==> src/rtl/pba_pkg.sv <==
package pba_pkg;

  // request kinds passed from front to back
  localparam logic [1:0] KIND_RES   = 2'd0;
  localparam logic [1:0] KIND_ALLOC = 2'd1;
  localparam logic [1:0] KIND_BIG   = 2'd2;
  localparam logic [1:0] KIND_ZERO  = 2'd3;

  // result status codes
  localparam logic [1:0] ST_OK  = 2'd0;
  localparam logic [1:0] ST_OOM = 2'd1;
  localparam logic [1:0] ST_BIG = 2'd2;

  localparam int          PAGE_SHIFT = 12;
  localparam logic [31:0] PAGE_BYTES = 32'd4096;
  localparam logic [31:0] VIRT_BASE  = 32'hF000_0000;
  localparam logic [31:0] ONES       = 32'hFFFF_FFFF;

  typedef struct packed {
    logic       valid;
    logic [1:0] kind;
  } pba_head_t;

  // lowest set bit: {found, index}
  function automatic logic [5:0] pba_ffs(input logic [31:0] v);
    logic [4:0] idx;
    logic       found;
    idx   = 5'd0;
    found = 1'b0;
    for (int i = 31; i >= 0; i--) begin
      if (v[i]) begin
        idx   = 5'(i);
        found = 1'b1;
      end
    end
    return {found, idx};
  endfunction

endpackage

==> src/rtl/pba_front.sv <==
module pba_front import pba_pkg::*; #(
  parameter int NUM_PAGES = 32768,
  parameter int MAX_ALLOC_PAGES = 64,
  localparam int PW = $clog2(NUM_PAGES + 1),
  localparam int CW = $clog2(MAX_ALLOC_PAGES + 1)
) (
  input  logic          clk,
  input  logic          rst,
  input  logic          start,
  input  logic          action,
  input  logic [31:0]   address,
  input  logic [31:0]   size,
  output logic          busy,
  input  logic          clearing,
  output pba_head_t     head,
  output logic [PW-1:0] head_lo,
  output logic [PW-1:0] head_hi,
  output logic [CW-1:0] head_cnt,
  input  logic          pop
);

  localparam int          QD = 2;
  localparam logic [21:0] NP = 22'(NUM_PAGES);

  logic [32:0]   size_up;
  logic [20:0]   npages;
  logic [21:0]   first;
  logic [21:0]   endp;
  logic [PW-1:0] lo_in;
  logic [PW-1:0] hi_in;
  logic [1:0]    kind_in;
  logic          push;

  logic [1:0]    q_kind [QD];
  logic [PW-1:0] q_lo   [QD];
  logic [PW-1:0] q_hi   [QD];
  logic [CW-1:0] q_cnt  [QD];
  logic          wr_ptr;
  logic          rd_ptr;
  logic [1:0]    count;

  // round out to whole pages and clamp the range to the bitmap
  always_comb begin
    size_up = {1'b0, size} + 33'd4095;
    npages  = size_up[32:12];
    first   = {2'b00, address[31:12]};
    endp    = first + {1'b0, npages};
    lo_in   = (first > NP) ? PW'(NP) : PW'(first);
    hi_in   = (endp > NP) ? PW'(NP) : PW'(endp);
    priority if (!action) begin
      kind_in = KIND_RES;
    end else if (npages > 21'(MAX_ALLOC_PAGES)) begin
      kind_in = KIND_BIG;
    end else if (npages == 21'd0) begin
      kind_in = KIND_ZERO;
    end else begin
      kind_in = KIND_ALLOC;
    end
  end

  assign busy = (count == 2'(QD)) || clearing;
  assign push = start && !busy;

  always_ff @(posedge clk) begin
    if (push) begin
      q_kind[wr_ptr] <= kind_in;
      q_lo[wr_ptr]   <= lo_in;
      q_hi[wr_ptr]   <= hi_in;
      q_cnt[wr_ptr]  <= CW'(npages);
    end
  end

  always_ff @(posedge clk) begin
    if (rst) begin
      wr_ptr <= 1'b0;
      rd_ptr <= 1'b0;
      count  <= 2'd0;
    end else begin
      if (push) begin
        wr_ptr <= !wr_ptr;
      end
      if (pop) begin
        rd_ptr <= !rd_ptr;
      end
      count <= count + 2'(push) - 2'(pop);
    end
  end

  assign head.valid = (count != 2'd0);
  assign head.kind  = q_kind[rd_ptr];
  assign head_lo    = q_lo[rd_ptr];
  assign head_hi    = q_hi[rd_ptr];
  assign head_cnt   = q_cnt[rd_ptr];

endmodule

==> config.mk <==
export PLATFORM = sky130hd
export DESIGN_NAME = pba_front
export DESIGN_NICKNAME = d
export VERILOG_FILES = /design/src/rtl/pba_pkg.sv /design/src/rtl/pba_front.sv
export SDC_FILE = /design/constraint.sdc
export NUM_CORES = 1
export LEC_CHECK = 0
export BUFFER_PORTS_ARGS = -buffer_cell sky130_fd_sc_hd__buf_4
export CAP_MARGIN = 20
export CORE_MARGIN = 2
export CORE_UTILIZATION = 50
export CTS_CLUSTER_DIAMETER = 150
export DETAILED_ROUTE_END_ITERATION = 7
export GPL_ROUTABILITY_DRIVEN = 0
export HOLD_SLACK_MARGIN = 0.03
export PLACE_DENSITY = 0.76
export SYNTH_ARGS = -nofsm -noshare
export SYNTH_HDL_FRONTEND = slang
export SYNTH_SLANG_ARGS = --single-unit
==> constraint.sdc <==
create_clock -name clk -period 4.2 [get_ports clk]
set_clock_uncertainty 0.05 [all_clocks]
set_input_delay 0.21 -clock clk [delete_from_list [all_inputs] [get_ports clk]]
set_output_delay 0.21 -clock clk [all_outputs]
set_load 0.02 [all_outputs]
* After elaboration in Yosys (flattened, before gate mapping)
Memories as Yosys holds them, arrays and structs flattened. A register that Yosys moved wholly into a read port is not among the register bits.
Index checks and enable logic that the tools add are counted.
** Storage, ports and cells
- Register bits after elaboration :: 4
- Memory bits (writable) :: 82
- Input bits :: 70
- Output and inout bits :: 43
- Word-level logic and storage cells :: 37
- Memories kept :: 4
** Memory list
- q_hi :: depth 2, bits a word 16, read ports 1, clocked after memory_dff 1, wr ports 1, line pba_front.sv:36 : logic [PW-1:0] q_hi [QD];
- q_lo :: depth 2, bits a word 16, read ports 1, clocked after memory_dff 1, wr ports 1, line pba_front.sv:35 : logic [PW-1:0] q_lo [QD];
- q_cnt :: depth 2, bits a word 7, read ports 1, clocked after memory_dff 1, wr ports 1, line pba_front.sv:37 : logic [CW-1:0] q_cnt [QD];
- q_kind :: depth 2, bits a word 2, read ports 1, clocked after memory_dff 1, wr ports 1, line pba_front.sv:34 : logic [1:0] q_kind [QD];
** Cells by class
- $add $sub $neg :: 4
- $lt $le $gt $ge :: 3
- Equal/unequal tests :: 1
- Muxes and demuxes :: 15
- Reductions and logical operators :: 7
** Operators with widths (number)
- adder 32 x 12 -> 33 bit, second input constant :: 1
- 2-to-1 mux 16 bit :: 2
- adder 20 x 21 -> 22 bit :: 1
- > comparator 22 x 16 -> 1 bit, second input constant :: 1
- > comparator 21 x 7 -> 1 bit, second input constant :: 1
- logical NOT 21 bit :: 1
- > comparator 20 x 16 -> 1 bit, second input constant :: 1
- 2-to-1 mux 1 bit :: 10
- 2-to-1 mux 2 bit :: 3
- logical NOT 1 bit :: 3
- adder 2 x 1 -> 2 bit :: 1
- equality test 2 bit, second input constant :: 1
- nonzero test 2 bit :: 1
- subtractor 2 x 1 -> 2 bit :: 1
- logical AND 1 bit :: 1
- logical OR 1 bit :: 1

* Longest topological paths before layout
- Depth in word-level cells :: 6
- Gate-level depth with buffers :: 18

* Worst setup path before layout
Ideal clock, no wire load.
- Kind :: input to register
- From :: input size[9]
- To :: memory q_hi[0][10] in the netlist's numbering, data pin
- Arrival time :: 3.698 ns
- Path slack :: 0.294 ns
- Cell stages on the path :: 17
- Path buffers :: 3
- Cell sequence :: nor4_1 nand3_1 and3_1 clkbuf_1 nor2b_1 xor2_1 ha_1 o211ai_1 o211ai_1 a41oi_2 nor2b_1 a31oi_2 xnor2_1 or4b_1 buf_2 buf_6 nor3_2
** On the way
- Longest elaborated chain between the ends :: 4
** RTL lines
- from (decl) :: line pba_front.sv:12 : input logic [31:0] size,
- adder 32 x 12 -> 33 bit * :: line pba_front.sv:44 : size_up = {1'b0, size} + 33'd4095;
- via size_up[16] :: line pba_front.sv:25 : logic [32:0] size_up;
- adder 20 x 21 -> 22 bit * :: line pba_front.sv:47 : endp = first + {1'b0, npages};
- > comparator 22 x 16 -> 1 bit :: line pba_front.sv:49 : hi_in = (endp > NP) ? PW'(NP) : PW'(endp);
- 2-to-1 mux 16 bit * :: line pba_front.sv:49
- via hi_in[10] :: line pba_front.sv:30 : logic [PW-1:0] hi_in;
- to (decl) :: line pba_front.sv:36
The timed path passes the listed nets; every way through them passes the cells marked *.

* Worst setup path in the final report
- From :: input size[10]
- To :: memory q_hi[1][12] in the netlist's numbering, data pin
Same word-level chain as after synthesis.

==> out/summary.txt <==
DP Cell Count: 674
Yosys reg bits: 87
Vias in the first global route: 3,880
Number of port buffers: 100
F_max: 261 MHz
CP max-delay cell: or4b_1
CTS clk-pin slew, worst paths: 0.08 ns
Syn Std Cell Area: 0.00515 mm^2
Post-Layout Cell Count: 693
Mapped Avg Cell Area: 11.8 um^2
Crit path required time: 4.31 ns
Startpoint types: primary input
Post-route ant nets: 0
Tmin final: 3.84 ns
Hold_ws: 0.0696 ns
Pwr Density: 361 mW/mm^2
Total number of vias: 3,945
Die H: 106 um
Async SR Flop Fraction: 0%
Seq/Total Area, Yosys: 49.7%
Clk buf depth: 2
Hold Path Class: primary input to register
Hold Startpoint: pop
Worst Max-Slew Pin Slew: 1.03 ns
Critical path cell sequence: buf_4 -> nor4_1 -> nand3_1 -> and3_1 -> nor2b_1 -> xor2_1 -> ha_2 -> a21o_1 -> a31oi_2 -> a211o_2 -> a31oi_2 -> o31ai_1 -> a31oi_1 -> or4b_1 -> buf_4 -> nor3b_1
Net Count, Synth: 533
Critical Path AT: 3.94 ns
Core Area: 0.0102 mm^2
Final Setup Violations: 0
Slowest Stage Delay on Critical Path: 0.50 ns
Status: finished, final reports clean
Global-route wire length before repair: 18,500 um
Worst flop-to-flop path startpoint: count[0]$_SDFF_PP0_
Ports: 113
Via-per-instance ratio: 5.69
Synth warnings: 0
Num CTS Buffers: 9
Detailed placer's ending HPWL: 8460 um
Die ar.: 0.0111 mm^2
Largest net degree at the start of global routing: 42
Hold depth: 3
Number of detailed-route iterations in the first pass: 5
DR DRC count: 0
Layout cell share with drive strength beyond 1: 35.9%
Worst-Skew Late Latency: 0.35 ns
Crit. Startpoint: size[10]
Gr ovfl total: 0
Routed WL: 11,400 um
Crit Path Category: primary input to register
Worst-path fanout max: 16
Final hold vios: 0
EDFF count, synth: 82
Diode count: 0
Pins Over Slew Limit: 0
H-tree Lvls: 3
Max-Slew Margin vs Limit: 31.6%
Nets: 647
Antenna violations before repair: 0
Final period utilization: 91.3%
Most common flop cell mapped by yosys: edfxtp_1
DRT iter0 DRCs: 264
TritonCTS clock tree: done
Top delay family on crit path: simple AND/OR/NAND/NOR gates
LEAKAGE: 0.00239 uW
Post-CTS setup buffer count: 0
Stages on worst setup path: 16
Cells after Synth: 438
Crit end category: register
Initial core utilization: 50.6%
Design area: 0.00640 mm^2
Root Buffer: clkbuf_8
Yosys cell types: 54
RSZ-0062 raised after global routing: true
Chip width: 106 um
Post-DP Area: 0.00614 mm^2
Critical path buffers and inverters: 2
Rows: 37
FF-to-FF path depth: 5
Num Clock Sinks: 87
P&R area growth vs syn: 24.1%
Max VDD drop: 0.148 mV
Max-cap violations: 0
GRT Total Usage: 21.0%
Wire length per cell: 16.4 um
## routing by layer
layer  GRT usage (%)  part of all wire (%)
met5               0                     0
met1            27.5                    44
met4            6.48                   1.4
met2            35.6                    49
met3            3.83                   5.9
## worst reg2reg max path, delay by kind of cell (launching register included)
kind	cells	cell delay, ns
buffers and inverters	2	0.48
AOI/OAI and AO/OA	1	0.20
and+or+nand+nor	2	0.78
DFF	1	0.33
## worst paths after layout
path                           endpoint  slack (ns)
setup / recovery  q_hi[1][12]$_DFFE_PP_        0.36
hold / removal                 register        0.07
setup reg to reg  q_cnt[0][6]$_DFFE_PP_        2.03
hold reg to reg                register        0.46
## layout make-up
cell class,instances,area [um^2]
Timing Repair Buffer,120,903
Clock inverter,7,95.1
Fill cell,821,3790
Tap cell,136,170
Multi-Input combinational cell,326,2510
Inverter,8,30.0
Sequential cell,87,2560
Clock buffer,9,124
## synthesized netlist by cell type (7+ instances only)
cell,n,area (um^2)
clkbuf_1,12,45.0
xor2_1,16,140
a21oi_1,21,105
a31oi_1,7,43.8
edfxtp_1,82,2460
xnor2_1,26,228
mux2_2,41,462
nand2_1,28,105
o21ai_0,7,35.0
nor4_1,11,68.8
nor2_1,20,75.1
inv_1,8,30.0
ha_1,24,300
nand4_1,12,75.1
and3_1,7,43.8
nand3_1,14,70.1
and2_1,18,113
## metrics by stage
stage | TNS, ns | power (uW) | worst slack [ns] | utilization, %
6_report | 0 | 2310 | 0.364 | 62.8
2_1_floorplan | 0 | 1450 | 0.294 | -
3_3_place_gp | 0 | 1670 | 0.00311 | 60.3
5_1_grt | -0.177 | 2420 | -0.0481 | 62.8
3_5_place_dp | -2.27 | 1680 | -0.165 | 60.3
4_1_cts | 0 | 2320 | 0.181 | 62.5
## state kept, by name, indices dropped and copies added (netlist names), named ones only
register	cells
q_hi	32
q_lo	32
q_cnt	14
q_kind	4
count	2
rd_ptr	1
wr_ptr	1
## repair_timing
item	4_1_cts	5_1_grt
endpoints found under the hold margin	5	0
endpoints found under the setup margin	0	32
resized for setup	0	5
hold buffers	1	0
## logic make-up after synthesis
kind of cell	synth area share (%)
AO/OA/AOI/OAI	9.73
multiplexers	8.96
adder cells (fa/ha/maj)	6.21
buffers and inverters	2.04
XOR/XNOR	7.14
AND/OR/NAND/NOR	16.2
flip-flops	49.7
## power breakdown
part	internal, uW	total [uW]	switching [uW]
combinational	288	635	347
sequential	1010	1040	30.7
clock	337	636	298
total	1630	2310	676
## cells in the final DEF, fill, tap and decap left out, drive strengths merged, types with 4 or more instances in the layout
| cell | n |
|---|---|
| xnor2 | 26 |
| nand4 | 12 |
| o211ai | 5 |
| nor4 | 11 |
| nor2 | 20 |
| and2 | 18 |
| o21ai | 10 |
| clkbuf | 9 |
| nand3 | 14 |
| inv | 10 |
| nor3b | 9 |
| xor2 | 16 |
| a31oi | 10 |
| and3 | 7 |
| nand2 | 28 |
| a21oi | 21 |
| nor2b | 4 |
| nor3 | 12 |
| ha | 24 |
| a21o | 6 |
| edfxtp | 82 |
| dfxtp | 5 |
| buf | 119 |
| mux2 | 41 |
No activity file was read; power rests on OpenSTA's default activity.
